===== src/rtl/core/srtm_pkg.sv =====
package srtm_pkg;

  localparam int RING_DEPTH    = 128;
  localparam int SCAN_CHANNELS = 8;
  localparam int WINDOW        = 10;
  localparam int TRIM_SHIFT    = 3;

  localparam int SMP_W = 12;
  localparam int CH_W  = 4;
  localparam int AVG_W = 16;
  localparam int AW    = $clog2(RING_DEPTH);
  localparam int RW    = AW + 1;
  localparam int MOD_W = (SCAN_CHANNELS > 1) ? $clog2(SCAN_CHANNELS) : 1;
  localparam int CNT_W = $clog2(WINDOW);
  localparam int SUM_W = $clog2(WINDOW * (1 << SMP_W));

  typedef logic [SMP_W-1:0] smp_t;
  typedef logic [CH_W-1:0]  ch_t;
  typedef logic [AVG_W-1:0] avg_t;
  typedef logic [AW-1:0]    addr_t;
  typedef logic [RW-1:0]    rw_t;
  typedef logic [MOD_W-1:0] mod_t;
  typedef logic [CNT_W-1:0] cnt_t;
  typedef logic [SUM_W-1:0] sum_t;

  localparam rw_t D_RW     = rw_t'(RING_DEPTH);
  localparam rw_t S_RW     = rw_t'(SCAN_CHANNELS);
  localparam rw_t BACK_RW  = rw_t'(SCAN_CHANNELS % RING_DEPTH);
  localparam rw_t DMODS_RW = rw_t'(RING_DEPTH % SCAN_CHANNELS);
  localparam logic [CH_W:0] CH_LIM = (CH_W + 1)'(SCAN_CHANNELS);

  localparam logic KIND_SAMPLE = 1'b0;
  localparam logic KIND_QUERY  = 1'b1;

  // microprogram
  typedef logic [1:0] step_t;
  localparam step_t ST_IDLE  = 2'd0;
  localparam step_t ST_LOOP  = 2'd1;
  localparam step_t ST_DRAIN = 2'd2;
  localparam step_t ST_FIN   = 2'd3;

  typedef enum logic [1:0] {
    COND_NEXT     = 2'd0,
    COND_DISPATCH = 2'd1,
    COND_LOOP     = 2'd2,
    COND_HOLD     = 2'd3
  } cond_t;

  typedef struct packed {
    logic  accept;
    logic  rd_en;
    logic  acc;
    logic  fin;
    cond_t cond;
    step_t target;
  } uword_t;

  // sequencer -> datapath
  typedef struct packed {
    logic take;
    logic rd_en;
    logic acc;
    logic load_out;
  } ctl_t;

  // datapath -> sequencer
  typedef struct packed {
    logic in_range;
    logic last;
    logic out_hold;
  } sts_t;

endpackage


===== src/rtl/core/scan_ring_trimmed_mean.sv =====
// Trimmed mean over a multi-channel scan ring.
// Input channel (in_valid / in_stall): in_kind 0 stores in_sample_value at the
// next ring slot; in_kind 1 queries in_channel and produces one result.
// Result channel (out_valid / out_stall): out_average is the sum of the
// newest WINDOW samples of the channel, minus min and max, shifted right by 3;
// a channel outside the scan answers 0.
// Steps: a sample request is taken in the idle step and gives no result.
// A query is taken in the idle step; WINDOW ring reads then issue one per
// cycle through the single read port, a drain step absorbs the last read and
// the final step loads the output register. An out-of-scan query skips there.
// in_stall is low only while the sequencer sits in its idle step.
// Reset (synchronous, rst_n low) empties the ring: per-entry valid bits are
// cleared at once, so unwritten slots read as zero; no clearing pass.
// A result waits in the output register while out_stall is high; the next
// request is still taken, and a following query holds in its final step until
// the waiting result is taken.
module scan_ring_trimmed_mean (
  input  logic                  clk,
  input  logic                  rst_n,
  input  logic                  in_valid,
  output logic                  in_stall,
  input  logic                  in_kind,
  input  logic [11:0]           in_sample_value,
  input  logic [3:0]            in_channel,
  output logic                  out_valid,
  input  logic                  out_stall,
  output logic [15:0]           out_average
);

  srtm_pkg::ctl_t ctl;
  srtm_pkg::sts_t sts;

  srtm_seq u_seq (
    .clk      (clk),
    .rst_n    (rst_n),
    .in_valid (in_valid),
    .in_kind  (in_kind),
    .sts      (sts),
    .ctl      (ctl),
    .in_stall (in_stall)
  );

  srtm_dp u_dp (
    .clk             (clk),
    .rst_n           (rst_n),
    .ctl             (ctl),
    .in_kind         (in_kind),
    .in_sample_value (in_sample_value),
    .in_channel      (in_channel),
    .out_stall       (out_stall),
    .sts             (sts),
    .out_valid       (out_valid),
    .out_average     (out_average)
  );

endmodule


===== src/rtl/core/srtm_ram.sv =====
module srtm_ram #(
  parameter int WIDTH = 12,
  parameter int DEPTH = 128
) (
  input  logic                                          clk,
  input  logic                                          we,
  input  logic [((DEPTH > 1) ? $clog2(DEPTH) : 1)-1:0]  waddr,
  input  logic [WIDTH-1:0]                              wdata,
  input  logic                                          re,
  input  logic [((DEPTH > 1) ? $clog2(DEPTH) : 1)-1:0]  raddr,
  output logic [WIDTH-1:0]                              rdata
);

  logic [WIDTH-1:0] mem [DEPTH];

  always_ff @(posedge clk) begin
    if (we) begin
      mem[waddr] <= wdata;
    end
    if (re) begin
      rdata <= mem[raddr];
    end
  end

endmodule


===== src/rtl/core/srtm_seq.sv =====
module srtm_seq (
  input  logic              clk,
  input  logic              rst_n,
  input  logic              in_valid,
  input  logic              in_kind,
  input  srtm_pkg::sts_t    sts,
  output srtm_pkg::ctl_t    ctl,
  output logic              in_stall
);

  function automatic srtm_pkg::uword_t urom(input srtm_pkg::step_t s);
    srtm_pkg::uword_t w;
    w = '0;
    case (s)
      srtm_pkg::ST_IDLE: begin
        w.accept = 1'b1;
        w.cond   = srtm_pkg::COND_DISPATCH;
        w.target = srtm_pkg::ST_LOOP;
      end
      srtm_pkg::ST_LOOP: begin
        w.rd_en  = 1'b1;
        w.acc    = 1'b1;
        w.cond   = srtm_pkg::COND_LOOP;
        w.target = srtm_pkg::ST_LOOP;
      end
      srtm_pkg::ST_DRAIN: begin
        w.acc    = 1'b1;
        w.cond   = srtm_pkg::COND_NEXT;
        w.target = srtm_pkg::ST_FIN;
      end
      srtm_pkg::ST_FIN: begin
        w.fin    = 1'b1;
        w.cond   = srtm_pkg::COND_HOLD;
        w.target = srtm_pkg::ST_IDLE;
      end
      default: begin
        w.cond   = srtm_pkg::COND_HOLD;
        w.target = srtm_pkg::ST_IDLE;
      end
    endcase
    return w;
  endfunction

  srtm_pkg::step_t  step_r, step_nxt;
  srtm_pkg::uword_t uw;

  assign uw       = urom(step_r);
  assign in_stall = !uw.accept;

  always_comb begin
    ctl.take     = uw.accept && in_valid;
    ctl.rd_en    = uw.rd_en;
    ctl.acc      = uw.acc;
    ctl.load_out = uw.fin && !sts.out_hold;
  end

  always_comb begin
    step_nxt = step_r;
    case (uw.cond)
      srtm_pkg::COND_NEXT: begin
        step_nxt = step_r + srtm_pkg::step_t'(1);
      end
      srtm_pkg::COND_DISPATCH: begin
        if (in_valid && in_kind == srtm_pkg::KIND_QUERY) begin
          step_nxt = sts.in_range ? uw.target : srtm_pkg::ST_FIN;
        end
      end
      srtm_pkg::COND_LOOP: begin
        step_nxt = sts.last ? step_r + srtm_pkg::step_t'(1) : uw.target;
      end
      srtm_pkg::COND_HOLD: begin
        step_nxt = sts.out_hold ? step_r : uw.target;
      end
      default: begin
        step_nxt = srtm_pkg::ST_IDLE;
      end
    endcase
  end

  always_ff @(posedge clk) begin
    if (!rst_n) begin
      step_r <= srtm_pkg::ST_IDLE;
    end else begin
      step_r <= step_nxt;
    end
  end

endmodule


===== src/rtl/core/srtm_dp.sv =====
module srtm_dp (
  input  logic              clk,
  input  logic              rst_n,
  input  srtm_pkg::ctl_t    ctl,
  input  logic              in_kind,
  input  srtm_pkg::smp_t    in_sample_value,
  input  srtm_pkg::ch_t     in_channel,
  input  logic              out_stall,
  output srtm_pkg::sts_t    sts,
  output logic              out_valid,
  output srtm_pkg::avg_t    out_average
);

  srtm_pkg::addr_t wp_r, wp_nxt;
  srtm_pkg::mod_t  wpm_r, wpm_nxt;
  srtm_pkg::addr_t pos_r;
  srtm_pkg::cnt_t  cnt_r;
  srtm_pkg::sum_t  sum_r;
  srtm_pkg::smp_t  lo_r, hi_r;
  logic            first_r;
  logic            zero_r;
  logic            rd_vld_r;
  logic            ent_ok_r;
  logic            vld_r [srtm_pkg::RING_DEPTH];
  logic            out_valid_r;
  srtm_pkg::avg_t  out_average_r;

  logic            wr_en;
  srtm_pkg::smp_t  rdata;
  srtm_pkg::smp_t  v;
  srtm_pkg::rw_t   wp_e, p, pm, pms, slot, pos_e, bk, ch_e;
  srtm_pkg::addr_t slot_a, back_a;
  srtm_pkg::sum_t  trim;
  logic            query_take;

  assign wr_en      = ctl.take && in_kind == srtm_pkg::KIND_SAMPLE;
  assign query_take = ctl.take && in_kind == srtm_pkg::KIND_QUERY;

  // newest complete scan group, plus channel offset
  always_comb begin
    wp_e = {1'b0, wp_r};
    ch_e = srtm_pkg::rw_t'(in_channel);
    pms  = srtm_pkg::rw_t'(wpm_r) + srtm_pkg::DMODS_RW;
    if (wp_e >= srtm_pkg::S_RW) begin
      p  = wp_e - srtm_pkg::S_RW;
      pm = srtm_pkg::rw_t'(wpm_r);
    end else begin
      p  = wp_e + srtm_pkg::D_RW - srtm_pkg::S_RW;
      pm = (pms >= srtm_pkg::S_RW) ? pms - srtm_pkg::S_RW : pms;
    end
    slot = p - pm + ch_e;
    if (slot >= srtm_pkg::D_RW) begin
      slot = slot - srtm_pkg::D_RW;
    end
    slot_a = slot[srtm_pkg::AW-1:0];
  end

  always_comb begin
    pos_e  = {1'b0, pos_r};
    bk     = (pos_e >= srtm_pkg::BACK_RW) ? pos_e - srtm_pkg::BACK_RW
                                          : pos_e + srtm_pkg::D_RW - srtm_pkg::BACK_RW;
    back_a = bk[srtm_pkg::AW-1:0];
  end

  always_comb begin
    if (wp_r == srtm_pkg::addr_t'(srtm_pkg::RING_DEPTH - 1)) begin
      wp_nxt  = '0;
      wpm_nxt = '0;
    end else begin
      wp_nxt  = wp_r + srtm_pkg::addr_t'(1);
      wpm_nxt = (wpm_r == srtm_pkg::mod_t'(srtm_pkg::SCAN_CHANNELS - 1)) ? '0
                : wpm_r + srtm_pkg::mod_t'(1);
    end
  end

  srtm_ram #(
    .WIDTH (srtm_pkg::SMP_W),
    .DEPTH (srtm_pkg::RING_DEPTH)
  ) u_ring (
    .clk   (clk),
    .we    (wr_en),
    .waddr (wp_r),
    .wdata (in_sample_value),
    .re    (ctl.rd_en),
    .raddr (pos_r),
    .rdata (rdata)
  );

  assign v    = ent_ok_r ? rdata : '0;
  assign trim = sum_r - srtm_pkg::sum_t'(lo_r) - srtm_pkg::sum_t'(hi_r);

  always_comb begin
    sts.in_range = {1'b0, in_channel} < srtm_pkg::CH_LIM;
    sts.last     = cnt_r == srtm_pkg::cnt_t'(srtm_pkg::WINDOW - 1);
    sts.out_hold = out_valid_r && out_stall;
  end

  always_ff @(posedge clk) begin
    if (!rst_n) begin
      wp_r        <= '0;
      wpm_r       <= '0;
      rd_vld_r    <= 1'b0;
      out_valid_r <= 1'b0;
      for (int i = 0; i < srtm_pkg::RING_DEPTH; i++) begin
        vld_r[i] <= 1'b0;
      end
    end else begin
      rd_vld_r <= ctl.rd_en;
      if (wr_en) begin
        wp_r        <= wp_nxt;
        wpm_r       <= wpm_nxt;
        vld_r[wp_r] <= 1'b1;
      end
      if (ctl.load_out) begin
        out_valid_r <= 1'b1;
      end else if (!out_stall) begin
        out_valid_r <= 1'b0;
      end
    end
  end

  always_ff @(posedge clk) begin
    if (query_take) begin
      pos_r   <= slot_a;
      cnt_r   <= '0;
      sum_r   <= '0;
      first_r <= 1'b1;
      zero_r  <= !sts.in_range;
    end
    if (ctl.rd_en) begin
      ent_ok_r <= vld_r[pos_r];
      pos_r    <= back_a;
      cnt_r    <= cnt_r + srtm_pkg::cnt_t'(1);
    end
    if (ctl.acc && rd_vld_r) begin
      sum_r   <= sum_r + srtm_pkg::sum_t'(v);
      first_r <= 1'b0;
      if (first_r || v < lo_r) begin
        lo_r <= v;
      end
      if (first_r || v > hi_r) begin
        hi_r <= v;
      end
    end
    if (ctl.load_out) begin
      out_average_r <= zero_r ? '0
                       : srtm_pkg::avg_t'(trim >> srtm_pkg::TRIM_SHIFT);
    end
  end

  assign out_valid   = out_valid_r;
  assign out_average = out_average_r;

`ifndef ASSERT_OFF
  a_no_overwrite: assert property (@(posedge clk) disable iff (!rst_n)
    ctl.load_out |-> !(out_valid_r && out_stall))
    else $error("result loaded over a held result");

  a_load_shows: assert property (@(posedge clk) disable iff (!rst_n)
    ctl.load_out |=> out_valid_r)
    else $error("loaded result not presented");

  a_no_write_in_sweep: assert property (@(posedge clk) disable iff (!rst_n)
    ctl.rd_en |-> !ctl.take)
    else $error("request taken during read sweep");

  a_acc_after_read: assert property (@(posedge clk) disable iff (!rst_n)
    (ctl.acc && rd_vld_r) |-> $past(ctl.rd_en))
    else $error("accumulate without a preceding read");
`endif

endmodule


===== config.mk =====
export PLATFORM = sky130hd
export DESIGN_NAME = scan_ring_trimmed_mean
export DESIGN_NICKNAME = d
export VERILOG_FILES = /design/src/rtl/core/srtm_pkg.sv /design/src/rtl/core/scan_ring_trimmed_mean.sv /design/src/rtl/core/srtm_ram.sv /design/src/rtl/core/srtm_seq.sv /design/src/rtl/core/srtm_dp.sv
export SDC_FILE = /design/constraint.sdc
export NUM_CORES = 2
export LEC_CHECK = 0
export BUFFER_PORTS_ARGS = -buffer_cell sky130_fd_sc_hd__buf_4
export CORE_ASPECT_RATIO = 0.75
export CORE_MARGIN = 3
export CORE_UTILIZATION = 31
export CTS_CLUSTER_SIZE = 28
export DETAILED_ROUTE_END_ITERATION = 10
export PLACE_DENSITY_LB_ADDON = 0.05
export SYNTH_ARGS = -nofsm -noshare
export SYNTH_HDL_FRONTEND = slang
export SYNTH_HIERARCHICAL = 1
export SYNTH_SLANG_ARGS = --single-unit

===== constraint.sdc =====
create_clock -name clk -period 5.2 [get_ports clk]
set_clock_uncertainty 0.15 [all_clocks]
set_input_delay 0.26 -clock clk [delete_from_list [all_inputs] [get_ports clk]]
set_output_delay 0.26 -clock clk [all_outputs]
set_load 0.005 [all_outputs]

### Word level (Yosys, flattened, before mapping)

Memory sizes are Yosys's and may differ from the RTL's. A register that Yosys moved wholly into a read port is not among the register bits.
Cells that the tools add are included.

| operators by class | value |
|---|---|
| div/mod/pow operators | 0 |
| equal/unequal tests | 12 |
| $add $sub $neg | 17 |
| magnitude comparators | 7 |
| multiplexer cells | 35 |
| $mul | 0 |
| shifts and indexed selects | 0 |
| bitwise gates (word level) | 1 |
| reduce and logical (&&, ||, !) cells | 21 |

Operators with widths:

| kind | number |
|---|---|
| $mux W7 | 6 |
| $mux W16 | 2 |
| $sub A16 B12 Y16 | 2 |
| $mux W8 | 3 |
| $add A16 B12 Y16 | 1 |
| $pmux W4 S4 | 1 |
| $add A7 B1 Y7 const B | 2 |
| $ge A7 B4 Y1 const B | 2 |
| $sub A7 B4 Y7 const B | 2 |
| $mux W1 | 13 |
| $gt A12 B12 Y1 | 1 |
| $lt A12 B12 Y1 | 1 |
| $mux W12 | 1 |
| $add A7 B8 Y8 const B | 1 |
| $add A8 B4 Y8 | 1 |
| $eq A2 B2 Y1 const B | 4 |
| $ge A8 B8 Y1 const B | 1 |
| $mux W2 | 4 |
| $mux W4 | 2 |
| $pmux W2 S4 | 1 |
| $sub A7 B4 Y8 const B | 1 |
| $sub A8 B4 Y8 const B | 1 |
| $sub A8 B8 Y8 | 1 |
| $eq A7 B7 Y1 const B | 1 |
| 22 further kinds | 38 |

| word-level totals | value |
|---|---|
| memories kept | 2 |
| bits in latches | 0 |
| output and inout port bits | 18 |
| input port bits | 21 |
| memory bits (read-only) | 0 |
| flip-flop bits (word level) | 83 |
| memory bits (writable) | 1,664 |

Memories:

| name | depth | bits a word | read ports | clocked after Yosys merged registers in | write ports | RTL line | source |
|---|---|---|---|---|---|---|---|
| u_dp.u_ring.mem | 128 | 12 | 1 | 1 | 1 | srtm_ram.sv:14 | `logic [WIDTH-1:0] mem [DEPTH];` |
| u_dp.vld_r | 128 | 1 | 1 | 1 | 128 | srtm_dp.sv:24 | `logic vld_r [srtm_pkg::RING_DEPTH];` |

### Logic depth before layout (Yosys ltp)

| depth | value |
|---|---|
| depth in word-level cells | 9 |
| depth in mapped cells | 14 |
| gate-level depth less buffers | 13 |

### Modules after synthesis

Netlist, hierarchy kept.

By module, submodules not included:

| module | area each (µm²) | cells each | sequential area each (µm²) | instances |
|---|---|---|---|---|
| srtm_ram | 59,248.1 | 2,362 | 46,484.6 | 1 |
| srtm_dp | 10,475.0 | 1,049 | 4,804.6 | 1 |
| srtm_seq | 236.5 | 27 | 40.0 | 1 |

### Least setup slack after synthesis

No wires, ideal clock.

| timing | value |
|---|---|
| path type | reg-to-reg |
| start | reg u_dp.ent_ok_r, read port of u_dp.vld_r |
| end | reg u_dp.hi_r[0] (enable) |
| cell stages (with the launch flop) | 11 |
| arrival | 2.604 ns |
| required time | 4.654 ns |
| setup slack | 2.050 ns |
| library setup time | 0.396 ns |
| buffers on the path | 1 |
| cells stage by stage | edfxtp_1 clkbuf_1 and2_1 ha_1 nor2b_1 o21ai_0 nand2b_1 a21oi_1 o221ai_1 a41oi_1 nor3_1 |

| between the ends | value |
|---|---|
| longest elaborated chain between the ends | 4 |

RTL lines:

| item | RTL line | source |
|---|---|---|
| start: declaration | srtm_dp.sv:23 | `logic ent_ok_r;` |
| $mux W12 | srtm_dp.sv:89 | `assign v = ent_ok_r ? rdata : '0;` |
| via u_dp.v[1] | srtm_dp.sv:30 | `srtm_pkg::smp_t v;` |
| $gt A12 B12 Y1 | srtm_dp.sv:141 | `if (first_r \|\| v > hi_r) begin` |
| $logic_or A1 B1 Y1 | srtm_dp.sv:141 |  |
| $reduce_and A2 Y1 (no line) | n/a |  |
| end signal: assignment | srtm_dp.sv:142 | `hi_r <= v;` |
| end: declaration | srtm_dp.sv:19 | `srtm_pkg::smp_t lo_r, hi_r;` |

The timed path passes the listed nets, and every way through them passes these cells.
A chain may end at the register's enable or synchronous reset.

==> flow_summary.yaml <==
status:
  outcome: "finished, final reports clean"
global_route:
  grt_remaining_overflow: 0
  grt_pass1_vias: 35900
  antenna_found_initial: 25
  grt_use_total_pct: 17.9
  grt_pass1_wl_um: 291000
  grt_max_degree: 121
timing:
  period_needed_ns: 3.89
  finalHoldViolCount: 0
  drv_slew: 0
  period_share_pct: 74.7
  fmax_mhz: 257
  tightest_slew_ns: 1.23
  max-slew-margin-rel_pct: 17.8
  setup_tns_ns: 0
  setup_viol: 0
  rsz0062_at_grt: "false"
  worst_hold_slack_ns: 0.0488
detailed_routing:
  postRouteAntennaNets: 0
  drc_errors: 0
  first_pass_iters: 5
  num_vias: 35200
  wl_um: 209000
  viasPerCell: 5.14
  initialDrtViolationCount: 3779
  wl_per_cell_um: 30.4
finish:
  drive_above_1_share_pct: 28.5
  finalCoreUtilization_pct: 36.4
  area_delta_synth_final_pct: 16.4
  fin_nets: 3839
  stdcell_count: 6856
placed_design:
  place_inst: 6488
  place.gp.congestion: 0.778
  port_buffers: 35
  dp.final_hpwl_um: 131000
die:
  start_util_pct: 31.3
  ios: 39
  die_h_um: 417
  dieArea_mm2: 0.231
  core_mm2: 0.224
  chipWidth_um: 555
  num_rows: 150
pwr:
  power_density_mw_per_mm2: 444
  power.total_w: 0.0362
  leakage_nw: 25.8
  peakVddDrop_mv: 0.236
clock_network:
  ctsResizeCount: 0
  cts_setup_buffers: 0
  cts_tree: "built"
  clock-sinks: 1757
  cts_buffers: 192
  hold_buffers: 19
  cts_buffer_depth: 4
  ctsHtreeMaxLevel: 4
  cts_root_buffer: "clkbuf_16"
  insertion_delay_ns: 0.85
  path_clk_slew_ns: 0.06
yosys:
  postSynthAreaPerCell_um2: 20.3
  async_flop_share_pct: 0
  synth_top_area_share_pct: 69.3
  yosysMostFrequentCell: "edfxtp_1"
  yosysSeqAreaShare_pct: 73.4
  synth_top_cell_by_area: "edfxtp_1"
  synth_ff_type: "edfxtp_1"
  yosysWarningCount: 6
  synth_cell_types: 68
  synth_area_mm2: 0.0700
  synth_edf_count: 1614
  netlist_instances: 3438
  synthTopCellsByArea: "edfxtp_1 69%, mux4_2 17%, dfxtp_1 4.1%, ha_1 1.2%, nor2_1 0.97%"
  synth_seq_cells: 1757
  synth.cells.most_frequent: "1614 x edfxtp_1, 529 x mux4_2, 181 x nor2_1"
worst_setup_path:
  end_kind: "register"
  worstSetupPathType: "register to register"
  required_ns: 5.55
  path_max_fanout: 13
  path_cells: "inv_1, ha_1, and2_1, nand2b_1, inv_1, nor2b_1, nand3_2, nor2_1, buf_4"
  worst_path_largest_cell_delay_ns: 0.79
  startpoint_type: "register"
  cpMostUsedCell: "inv_1"
  cp.arrival_ns: 4.24
  crit_slowest_cell: "nand3_2"
worst_hold_path:
  worstHoldPathType: "input pin to register"
run:
  cap_violations: 0
routing by layer:
layer / track usage, % / part of all wire (%) / vias to the layer above
li1: - / - / 14700
met3: 4.83 / 7.8 / 267
met1: 27.2 / 48 / 19100
met2: 25.6 / 43 / 1197
met5: 0 / 0.0062 / -
met4: 3.81 / 2.0 / 2
power by group:
part,switching (W),internal [W]
registers,0.000253,0.0158
clock network,0.00553,0.00768
logic,0.00411,0.00280
worst max-delay path, delay by kind of cell, from the launching register on:
family                   cells  cell delay [ns]
adder cells (fa/ha/maj)      1             0.19
AND/OR/NAND/NOR              5             2.02
buffers and inverters        3             0.80
flip-flops                   1             0.35
logic make-up (layout without fill, tap and decap cells):
group,Yosys count,after routing,share of synthesized area (%)
other,1,16,0.00536
adder cells (fa/ha/maj),82,82,1.63
multiplexers,569,569,17.6
XOR/XNOR,38,38,0.476
AND/OR/NAND/NOR,499,499,3.18
buffers and inverters,242,681,1.48
AO/OA/AOI/OAI,250,250,2.24
flip-flops,1757,1757,73.4
worst paths after layout:
path / start / end / slack, ns / cells past startpoint
setup / recovery: u_seq/step_r[0] / u_dp/u_ring/mem[70][0] / 1.31 / 9
hold / removal: in_sample_value[7] / u_dp/u_ring/mem[89][7] / 0.05 / 1
setup reg to reg: u_seq/step_r[0] / u_dp/u_ring/mem[70][0] / 1.31 / 9
hold reg to reg: u_dp/vld_r[74] / u_dp/vld_r[74] / 0.30 / 2
sequential cells by signal, indices dropped and copies added (netlist names):
| name | cells |
|---|---|
| u_dp/cnt_r | 4 |
| u_dp/ent_ok_r | 1 |
| u_dp/first_r | 1 |
| u_dp/hi_r | 12 |
| u_dp/lo_r | 12 |
| u_dp/out_average | 13 |
| u_dp/out_valid | 1 |
| u_dp/pos_r | 7 |
| u_dp/rd_vld_r | 1 |
| u_dp/sum_r | 16 |
| u_dp/u_ring/mem | 1536 |
| u_dp/u_ring/rdata | 12 |
| u_dp/vld_r | 128 |
| u_dp/wp_r | 7 |
| u_dp/wpm_r | 3 |
| u_dp/zero_r | 1 |
| u_seq/step_r | 2 |
per-stage QoR:
stage,setup WS [ns],area (um2)
floorplan,2.05,70000
global placement,1.36,75200
detailed placement,1.34,75200
CTS,1.25,81400
global route,1.08,81400
finish,1.31,81400
cells in the final DEF, fill, tap and decap left out, types with 22 or more instances in the layout:
master,synthesis,routed
inv_1,62,62
clkinv_1,1,37
mux4_2,529,529
nand2_1,167,165
edfxtp_1,1614,1614
clkbuf_1,108,40
buf_4,16,241
buf_12,0,22
nor2_1,181,171
ha_1,66,66
a21oi_1,29,29
mux2i_1,27,27
clkinv_2,0,30
xnor2_1,25,25
dfxtp_1,143,143
o21ai_0,125,125
clkbuf_16,0,196
nand3_1,32,30
nor2b_1,24,24
layout make-up:
class | count | area, um2
tap | 2964 | 3710
inverter | 63 | 236
fill | 20600 | 142000
antenna | 13 | 32.5
clock inverter | 90 | 793
clock buffer | 246 | 5180
multi-input combinational | 1441 | 17700
timing repair buffer | 282 | 2440
sequential | 1757 | 51300
No activity file was read; power rests on OpenSTA's default activity.
